[src/nfcrp_pkg.sv]
`timescale 1ns / 1ps
`default_nettype none
// ----------------------------------------------------------------------------
// NFC response frame parser package
// Shared types and constants for the response frame parser.
// ----------------------------------------------------------------------------
package nfcrp_pkg;

    localparam int unsigned TICK_WIDTH = 16;

    localparam logic [7:0] REPLY_DIRECTION = 8'd213;
    localparam logic [7:0] PREAMBLE_START  = 8'h00;
    localparam logic [7:0] PREAMBLE_CODE   = 8'hFF;
    localparam logic [7:0] POSTAMBLE       = 8'h00;
    localparam logic [7:0] LENGTH_OVERHEAD = 8'd2;

    localparam logic [7:0]  CAPACITY_RESET = 8'd255;
    localparam logic [15:0] TIMEOUT_RESET  = 16'd1000;

    // Configuration register indexes
    localparam logic [7:0] REG_BUFFER_CAPACITY = 8'd0;
    localparam logic [7:0] REG_TIMEOUT_TICKS   = 8'd1;

    typedef enum logic [1:0] {
        OP_ARM  = 2'd0,
        OP_BYTE = 2'd1,
        OP_TICK = 2'd2,
        OP_NONE = 2'd3
    } op_t;

    typedef enum logic [1:0] {
        ST_OK      = 2'd0,
        ST_TIMEOUT = 2'd1,
        ST_INVALID = 2'd2,
        ST_NOSPACE = 2'd3
    } status_t;

    typedef enum logic [10:0] {
        PH_IDLE = 11'b000_0000_0001,
        PH_PRE0 = 11'b000_0000_0010,
        PH_PRE1 = 11'b000_0000_0100,
        PH_PRE2 = 11'b000_0000_1000,
        PH_LEN  = 11'b000_0001_0000,
        PH_LCS  = 11'b000_0010_0000,
        PH_DIR  = 11'b000_0100_0000,
        PH_CODE = 11'b000_1000_0000,
        PH_DATA = 11'b001_0000_0000,
        PH_DCS  = 11'b010_0000_0000,
        PH_POST = 11'b100_0000_0000
    } phase_t;

    typedef struct packed {
        op_t        op;
        logic [7:0] rx_byte;
        logic [7:0] command_code;
    } in_item_t;

    typedef struct packed {
        logic       kind;
        logic [7:0] data_byte;
        status_t    status;
        logic [7:0] data_length;
        logic       last;
    } out_item_t;

endpackage
`default_nettype wire

[src/nfc_response_frame_parser_top.sv]
`timescale 1ns / 1ps
`default_nettype none
// Timing: a request lands in the input register at its accept edge; its result (if
//   any) loads the result register when the request advances, and drives m_valid.
// Throughput: one request per cycle while the result register is free or drains;
//   the single-pass frame state update is the only logic between the two registers.
// Reset: synchronous active-low aresetn clears both pipeline valids, the frame
//   state (idle, not armed) and loads capacity 255 and timeout 1000.
// ----------------------------------------------------------------------------
// NFC response frame parser
// Walks a reader's response frame one received byte at a time, forwards the
// payload bytes and closes each frame with a single status result.
// ----------------------------------------------------------------------------
module nfc_response_frame_parser_top (
    input  wire                    aclk,
    input  wire                    aresetn,
    // request channel
    input  wire                    s_valid,
    output logic                   s_ready,
    input  wire nfcrp_pkg::in_item_t s_item,
    // result channel
    output logic                   m_valid,
    input  wire                    m_ready,
    output nfcrp_pkg::out_item_t   m_item,
    // configuration write channel
    input  wire                    cfg_valid,
    output logic                   cfg_ready,
    input  wire  [7:0]             cfg_index,
    input  wire  [15:0]            cfg_data
);

    localparam logic [nfcrp_pkg::TICK_WIDTH-1:0] TICK_MAX = '1;

    // Input register
    logic                  in_valid_reg;
    nfcrp_pkg::in_item_t   in_item_reg;

    // Result register
    logic                  out_valid_reg;
    nfcrp_pkg::out_item_t  out_item_reg;

    // Configuration
    logic [7:0]  capacity_reg;
    logic [15:0] timeout_reg;

    // Frame state
    nfcrp_pkg::phase_t               phase_reg, phase_next;
    logic [7:0]                      expected_reg, expected_next;
    logic [7:0]                      length_reg, length_next;
    logic [7:0]                      left_reg, left_next;
    logic [7:0]                      paylen_reg, paylen_next;
    logic [7:0]                      sum_reg, sum_next;
    logic [nfcrp_pkg::TICK_WIDTH-1:0] idle_reg, idle_next;

    logic                  res_valid;
    nfcrp_pkg::out_item_t  res_item;
    logic                  advance;

    logic [7:0]                       rx;
    logic [7:0]                       len_sum;
    logic [7:0]                       len_payload;
    logic [nfcrp_pkg::TICK_WIDTH-1:0] idle_inc;

    // Process the held request whenever the result register is free or drains now
    assign advance   = in_valid_reg && (!out_valid_reg || m_ready);
    assign s_ready   = !in_valid_reg || advance;
    assign cfg_ready = 1'b1;
    assign m_valid   = out_valid_reg;
    assign m_item    = out_item_reg;

    assign rx          = in_item_reg.rx_byte;
    assign len_sum     = length_reg + rx;
    assign len_payload = length_reg - nfcrp_pkg::LENGTH_OVERHEAD;
    assign idle_inc    = (idle_reg == TICK_MAX) ? idle_reg : idle_reg + 1'b1;

    // Frame state update for one request
    always_comb begin
        phase_next    = phase_reg;
        expected_next = expected_reg;
        length_next   = length_reg;
        left_next     = left_reg;
        paylen_next   = paylen_reg;
        sum_next      = sum_reg;
        idle_next     = idle_reg;
        res_valid     = 1'b0;
        res_item      = '0;

        if (in_item_reg.op == nfcrp_pkg::OP_ARM) begin
            // Arm (or re-arm): abandon any frame and wait for the preamble
            expected_next = in_item_reg.command_code + 8'd1;
            length_next   = '0;
            left_next     = '0;
            paylen_next   = '0;
            sum_next      = '0;
            idle_next     = '0;
            phase_next    = nfcrp_pkg::PH_PRE0;
        end else if (phase_reg != nfcrp_pkg::PH_IDLE) begin
            if (in_item_reg.op == nfcrp_pkg::OP_BYTE) begin
                idle_next = '0;
                unique case (phase_reg)
                    nfcrp_pkg::PH_PRE0: begin
                        if (rx != nfcrp_pkg::PREAMBLE_START) begin
                            res_valid = 1'b1;
                            res_item.status = nfcrp_pkg::ST_INVALID;
                        end else begin
                            phase_next = nfcrp_pkg::PH_PRE1;
                        end
                    end
                    nfcrp_pkg::PH_PRE1: begin
                        if (rx != nfcrp_pkg::PREAMBLE_START) begin
                            res_valid = 1'b1;
                            res_item.status = nfcrp_pkg::ST_INVALID;
                        end else begin
                            phase_next = nfcrp_pkg::PH_PRE2;
                        end
                    end
                    nfcrp_pkg::PH_PRE2: begin
                        if (rx != nfcrp_pkg::PREAMBLE_CODE) begin
                            res_valid = 1'b1;
                            res_item.status = nfcrp_pkg::ST_INVALID;
                        end else begin
                            phase_next = nfcrp_pkg::PH_LEN;
                        end
                    end
                    nfcrp_pkg::PH_LEN: begin
                        length_next = rx;
                        phase_next  = nfcrp_pkg::PH_LCS;
                    end
                    nfcrp_pkg::PH_LCS: begin
                        // Length and its checksum must sum to zero
                        if (len_sum != 8'd0) begin
                            res_valid = 1'b1;
                            res_item.status = nfcrp_pkg::ST_INVALID;
                        end else begin
                            paylen_next = len_payload;
                            if (len_payload > capacity_reg) begin
                                res_valid = 1'b1;
                                res_item.status = nfcrp_pkg::ST_NOSPACE;
                            end else begin
                                left_next  = len_payload;
                                phase_next = nfcrp_pkg::PH_DIR;
                            end
                        end
                    end
                    nfcrp_pkg::PH_DIR: begin
                        if (rx != nfcrp_pkg::REPLY_DIRECTION) begin
                            res_valid = 1'b1;
                            res_item.status = nfcrp_pkg::ST_INVALID;
                        end else begin
                            sum_next   = rx;
                            phase_next = nfcrp_pkg::PH_CODE;
                        end
                    end
                    nfcrp_pkg::PH_CODE: begin
                        if (rx != expected_reg) begin
                            res_valid = 1'b1;
                            res_item.status = nfcrp_pkg::ST_INVALID;
                        end else begin
                            sum_next   = sum_reg + rx;
                            phase_next = (left_reg == 8'd0) ? nfcrp_pkg::PH_DCS
                                                            : nfcrp_pkg::PH_DATA;
                        end
                    end
                    nfcrp_pkg::PH_DATA: begin
                        // Forward the payload byte as it arrives
                        sum_next  = sum_reg + rx;
                        left_next = left_reg - 8'd1;
                        if (left_reg == 8'd1) begin
                            phase_next = nfcrp_pkg::PH_DCS;
                        end
                        res_valid          = 1'b1;
                        res_item.data_byte = rx;
                    end
                    nfcrp_pkg::PH_DCS: begin
                        if (sum_reg + rx != 8'd0) begin
                            res_valid = 1'b1;
                            res_item.status = nfcrp_pkg::ST_INVALID;
                        end else begin
                            phase_next = nfcrp_pkg::PH_POST;
                        end
                    end
                    nfcrp_pkg::PH_POST: begin
                        res_valid = 1'b1;
                        if (rx != nfcrp_pkg::POSTAMBLE) begin
                            res_item.status = nfcrp_pkg::ST_INVALID;
                        end else begin
                            res_item.status      = nfcrp_pkg::ST_OK;
                            res_item.data_length = paylen_reg;
                        end
                    end
                    default: begin
                        phase_next = nfcrp_pkg::PH_IDLE;
                    end
                endcase
            end else if (in_item_reg.op == nfcrp_pkg::OP_TICK) begin
                // Count idle time; a zero limit never expires
                idle_next = idle_inc;
                if (timeout_reg != 16'd0 && idle_inc >= timeout_reg) begin
                    res_valid = 1'b1;
                    res_item.status = nfcrp_pkg::ST_TIMEOUT;
                end
            end

            // Any status result closes the frame
            if (res_valid && in_item_reg.op != nfcrp_pkg::OP_BYTE) begin
                res_item.kind = 1'b1;
                res_item.last = 1'b1;
                phase_next    = nfcrp_pkg::PH_IDLE;
                idle_next     = '0;
            end else if (res_valid && phase_reg != nfcrp_pkg::PH_DATA) begin
                res_item.kind = 1'b1;
                res_item.last = 1'b1;
                phase_next    = nfcrp_pkg::PH_IDLE;
                idle_next     = '0;
            end
        end
    end

    // Input register: hold the request until it is processed
    always_ff @(posedge aclk) begin
        if (!aresetn) begin
            in_valid_reg <= 1'b0;
        end else if (s_ready) begin
            in_valid_reg <= s_valid;
        end
    end

    always_ff @(posedge aclk) begin
        if (s_valid && s_ready) begin
            in_item_reg <= s_item;
        end
    end

    // Result register: load on advance, drop once taken
    always_ff @(posedge aclk) begin
        if (!aresetn) begin
            out_valid_reg <= 1'b0;
        end else if (advance) begin
            out_valid_reg <= res_valid;
        end else if (m_ready) begin
            out_valid_reg <= 1'b0;
        end
    end

    always_ff @(posedge aclk) begin
        if (advance && res_valid) begin
            out_item_reg <= res_item;
        end
    end

    // Configuration registers; other indexes are ignored
    always_ff @(posedge aclk) begin
        if (!aresetn) begin
            capacity_reg <= nfcrp_pkg::CAPACITY_RESET;
            timeout_reg  <= nfcrp_pkg::TIMEOUT_RESET;
        end else if (cfg_valid && cfg_ready) begin
            if (cfg_index == nfcrp_pkg::REG_BUFFER_CAPACITY) begin
                capacity_reg <= cfg_data[7:0];
            end else if (cfg_index == nfcrp_pkg::REG_TIMEOUT_TICKS) begin
                timeout_reg <= cfg_data;
            end
        end
    end

    // Frame state
    always_ff @(posedge aclk) begin
        if (!aresetn) begin
            phase_reg    <= nfcrp_pkg::PH_IDLE;
            expected_reg <= '0;
            length_reg   <= '0;
            left_reg     <= '0;
            paylen_reg   <= '0;
            sum_reg      <= '0;
            idle_reg     <= '0;
        end else if (advance) begin
            phase_reg    <= phase_next;
            expected_reg <= expected_next;
            length_reg   <= length_next;
            left_reg     <= left_next;
            paylen_reg   <= paylen_next;
            sum_reg      <= sum_next;
            idle_reg     <= idle_next;
        end
    end

`ifndef NO_ASSERTIONS
    // A pending payload byte leaves the parser inside the payload or at its checksum
    assert property (@(posedge aclk) disable iff (!aresetn)
        (out_valid_reg && !out_item_reg.kind) |->
            (phase_reg == nfcrp_pkg::PH_DATA || phase_reg == nfcrp_pkg::PH_DCS))
        else $error("data result pending outside payload");

    // A pending status result means the frame is closed
    assert property (@(posedge aclk) disable iff (!aresetn)
        (out_valid_reg && out_item_reg.kind) |-> (phase_reg == nfcrp_pkg::PH_IDLE))
        else $error("status result pending while frame still open");

    // An arm request restarts the preamble search and gives no result
    assert property (@(posedge aclk) disable iff (!aresetn)
        (advance && in_item_reg.op == nfcrp_pkg::OP_ARM) |=>
            (phase_reg == nfcrp_pkg::PH_PRE0 && !out_valid_reg))
        else $error("arm did not restart frame");

    // Status results always carry last; data results never do
    assert property (@(posedge aclk) disable iff (!aresetn)
        out_valid_reg |-> (out_item_reg.last == out_item_reg.kind))
        else $error("last flag does not match result kind");
`endif

endmodule
`default_nettype wire
[config.mk]
export PLATFORM = sky130hd
export DESIGN_NAME = nfc_response_frame_parser_top
export DESIGN_NICKNAME = d
export VERILOG_FILES = /design/src/nfcrp_pkg.sv /design/src/nfc_response_frame_parser_top.sv
export SDC_FILE = /design/constraint.sdc
export NUM_CORES = 1
export LEC_CHECK = 0
export ABC_AREA = 1
export ABC_CLOCK_PERIOD_IN_PS = 4450
export BUFFER_PORTS_ARGS = -buffer_cell sky130_fd_sc_hd__buf_2
export CAP_MARGIN = 25
export CORE_MARGIN = 2
export CORE_UTILIZATION = 60
export CTS_CLUSTER_SIZE = 8
export DETAILED_ROUTE_END_ITERATION = 8
export GPL_ROUTABILITY_DRIVEN = 0
export PLACE_DENSITY = 0.8
export SKIP_CTS_REPAIR_TIMING = 1
export SLEW_MARGIN = 20
export SYNTH_ARGS = -nofsm -noshare
export SYNTH_HDL_FRONTEND = slang
export SYNTH_SLANG_ARGS = --single-unit
[constraint.sdc]
create_clock -name aclk -period 4.45 [get_ports aclk]
set_input_delay 0.6675 -clock aclk [delete_from_list [all_inputs] [get_ports aclk]]
set_output_delay 0.6675 -clock aclk [all_outputs]
set_load 0.02 [all_outputs]
==> reports/results.txt <==
The run finished with clean final reports. Classification of the worst setup path: flop to flop. After synthesis, the share of flip-flops with an asynchronous set or reset is 0%. The finished cells cover 0.00883 mm2.

The endpoint identified for the worst register-to-register timing path is m_item[14]. The ratio of final minimum period to clock period works out to 87.7%. The flip-flop count of the largest register, all copies and words added is 19, and the clock latency of the later-clocked register in the worst-skew pair is 0.43 ns.

Pin placement for this block handled 70 I/O pins. 0 antenna diodes ended up in the layout. The final-report setup violation count was 0; the post-synthesis to final-layout area growth was 13.1%. Launch instance of the worst min-delay path: s_item[11].

STA classifies the critical path endpoint as a flop. The logs give 0.55 ns for the worst setup slack for register-to-register paths and 4.05 nW for the cell leakage power. When the netlist entered floorplanning its net count stood at 1164. The global-route wire length before repair was 31300 um; the post-route setup TNS was 0 ns.

Max-cap violations in this run came to 0. The via count of the first global-routing pass was 6564; the width of the chip was 118 um. The shortest clock period the worst path allows after layout is 3.90 ns. In this run the worst setup path begins at idle_reg[0]. Number of detailed-route iterations in the first pass: 5. The startpoint identified for the worst register-to-register timing path is idle_reg[0]. The placed instances occupy a cell area of 0.00824 mm2. Summed over all layers, the routed wires come to 19000 um.

The post-synthesis register bit count was 130. The logs give 0 for the total grt overflow and 0 for the antenna violation net count after detailed routing. For the sum of net half-perimeters after detailed placement, the log shows 13800 um. The tools report the final hold violation count as 0. In the synthesized netlist the dominant register cell turns out to be sky130_fd_sc_hd__dfxtp_1. In the layout the commonest cells are sky130_fd_sc_hd__nand2_1 (234), sky130_fd_sc_hd__inv_1 (155), sky130_fd_sc_hd__nor2_1 (99). Setup repair after global routing left no endpoint under its margin. At the worst endpoint, the required time is 4.56 ns.

The number of port buffers was 68; the instance count of the mapped netlist was 1071. The design draws 2.99 mW. The row count is 41. The fraction of final layout cells sized beyond drive strength 1 was 13.3%. The final max-slew violation count is 0. The data arrival time of the worst path was 4.01 ns; the number of enable flip-flop cells after synthesis was 37. In this run the number of H-tree levels came out at 4. The net count of the finished layout is 1226. The worst-case clock skew was 0.00909 ns; the worst-case reg-to-reg path depth was 23.

The run gives 38.1% as the share of the yosys chip area belonging to registers. The library cell used most frequently in the layout, excluding fill and tap cells, is sky130_fd_sc_hd__nand2_1. The largest fanout on the critical path came out at 19.

In this run, the number of DRC markers left after iteration 0 of detailed routing was 784. The vertical die dimension was 118 um; the starting density of the core was 61.6%. The core outline area was 0.0127 mm2; the average wire per standard cell was 14.4 um. After synthesis, the largest area contributor takes up 23.8% of total cell area.

The total via count in the routed design was 7277; the number of sinks driven by the clock tree was 130. The run gives 0.00781 mm2 as the mapped cell area. The run gives 0 as the number of antenna violations at the first check in global routing. In this run the power density over the cells is 338 mW/mm2.

The worst setup path is launched from a flop. IR analysis of the VDD net gives a maximum drop of 0.287 mV. In this run, CTS created clock tree buffers numbering 17.

The worst min-delay path category is primary input to flop. The cell depth of the worst min-delay path is 1. In the post-synthesis netlist, the biggest area contributors are sky130_fd_sc_hd__dfxtp_1 (24%), sky130_fd_sc_hd__edfxtp_1 (14%), sky130_fd_sc_hd__nand2_1 (11%). End point of the most critical hold path: rx[3]. Number of unique standard cell types used by synthesis: 52. TritonCTS built the clock tree. The slew at the pin closest to its max-slew limit works out to 0.716 ns.

The maximum number of buffers from clock root to sink came out at 2. Clock-pin slew was measured on the worst setup and hold paths at 0.06 ns. The average instance area after synthesis is 7.29 um2, and the share of the core filled with cells in the final layout is 69.7%. The tools report the highest attainable clock frequency as 256 MHz. The die footprint was 0.0139 mm2. The tools report the overall routing resource usage as 28.0%.

Yosys printed 0 warnings. Across all hold checks on the routed design, the worst slack comes to 0.410 ns. In this run the tightest slew margin relative to its limit is 52.2%. The post-detailed-route DRC marker count is 0, and the largest net degree at the start of global routing is 54. The largest total area in the synthesized netlist belongs to sky130_fd_sc_hd__dfxtp_1. Number of vias per cell after detailed routing: 5.52. The tree is rooted in a sky130_fd_sc_hd__clkbuf_16.
==> cells in the mapped netlist, drive strengths merged, types with 6 or more instances <==
cell type	count
a211oi	13
a21oi	91
a31oi	6
buf	11
clkbuf	17
dfxtp	93
edfxtp	37
ha	44
inv	166
nand2	244
nand3	80
nand4	19
nor2	113
nor3	18
nor4	8
o211ai	14
o21ai	39
o22ai	6
xnor2	9
xor2	16
==> layer usage <==
metal | up-vias | share of wire (%) | routed length [um] | GRT usage (%)
met1 | 3278 | 43 | 8280 | 37.4
li1 | 3653 | - | - | -
met3 | 44 | 8.4 | 1590 | 5.86
met2 | 302 | 46 | 8730 | 44.9
met4 | 0 | 2.3 | 440 | 10.1
met5 | - | 0 | 0 | 0
==> power breakdown <==
part | total, mW | leakage [nW] | switching, mW | internal (mW)
Clock | 1.35 | 0.276 | 0.533 | 0.816
Sequential | 1.29 | 1.09 | 0.0390 | 1.25
Combinational | 0.349 | 2.69 | 0.230 | 0.119
==> cells by family (layout without fill, tap and decap cells) <==
kind of cell / after synthesis / count (layout) / synth area share (%)
flops: 130 / 130 / 38.1
compound gates: 178 / 178 / 13.1
fa+ha+maj: 46 / 46 / 7.56
buf+inv: 195 / 270 / 9.79
xor+xnor: 25 / 25 / 2.80
simple gates: 496 / 496 / 28.6
other cells: 1 / 1 / 0.0480
==> how the worst max path moves through the flow <==
stage                            end  slack (ns)  cells past startpoint
after floorplan            m_item[0]        0.98                     22
final                     m_item[14]        0.55                     23
after detailed placement  m_item[14]        0.60                     23
after global routing      m_item[14]        0.07                     24
after global placement    m_item[13]        0.68                     25
after CTS                 m_item[14]        0.57                     23
==> worst max-delay path, stage by stage, from the launching register on <==
cell                      delay, ns
sky130_fd_sc_hd__dfxtp_1       0.39
sky130_fd_sc_hd__ha_1          0.19
sky130_fd_sc_hd__nand3_1       0.08
sky130_fd_sc_hd__nor2_1        0.13
sky130_fd_sc_hd__nand2_1       0.09
sky130_fd_sc_hd__nor2_1        0.16
sky130_fd_sc_hd__nand2_1       0.07
sky130_fd_sc_hd__nor2_1        0.31
sky130_fd_sc_hd__nor3_1        0.11
sky130_fd_sc_hd__nand2_1       0.09
sky130_fd_sc_hd__xor2_1        0.14
sky130_fd_sc_hd__inv_1         0.07
sky130_fd_sc_hd__ha_1          0.28
sky130_fd_sc_hd__nand2_1       0.05
sky130_fd_sc_hd__nor3_1        0.21
sky130_fd_sc_hd__nand3_1       0.11
sky130_fd_sc_hd__nand3_1       0.09
sky130_fd_sc_hd__nand3_1       0.09
sky130_fd_sc_hd__nand2_1       0.14
sky130_fd_sc_hd__nand2_2       0.23
sky130_fd_sc_hd__nor2_1        0.15
sky130_fd_sc_hd__nand2_1       0.08
sky130_fd_sc_hd__inv_1         0.05
sky130_fd_sc_hd__buf_4         0.24
==> per-stage QoR <==
| stage | instances | worst slack [ns] |
|---|---|---|
| after floorplan | 1071 | 0.984 |
| after global placement | 1285 | 0.681 |
| after detailed placement | 1285 | 0.597 |
| after CTS | 1317 | 0.570 |
| after global routing | 1318 | 0.0653 |
| final | 1318 | 0.548 |
==> final cells by class <==
cell class,instances,area [um2]
Clock buffer,17,425
Clock inverter,15,143
Fill cell,1071,3840
Inverter,167,627
Multi-Input combinational cell,746,4070
Sequential cell,130,2970
Tap cell,172,215
Timing Repair Buffer,71,375
(Power assumes the default switching activity.)
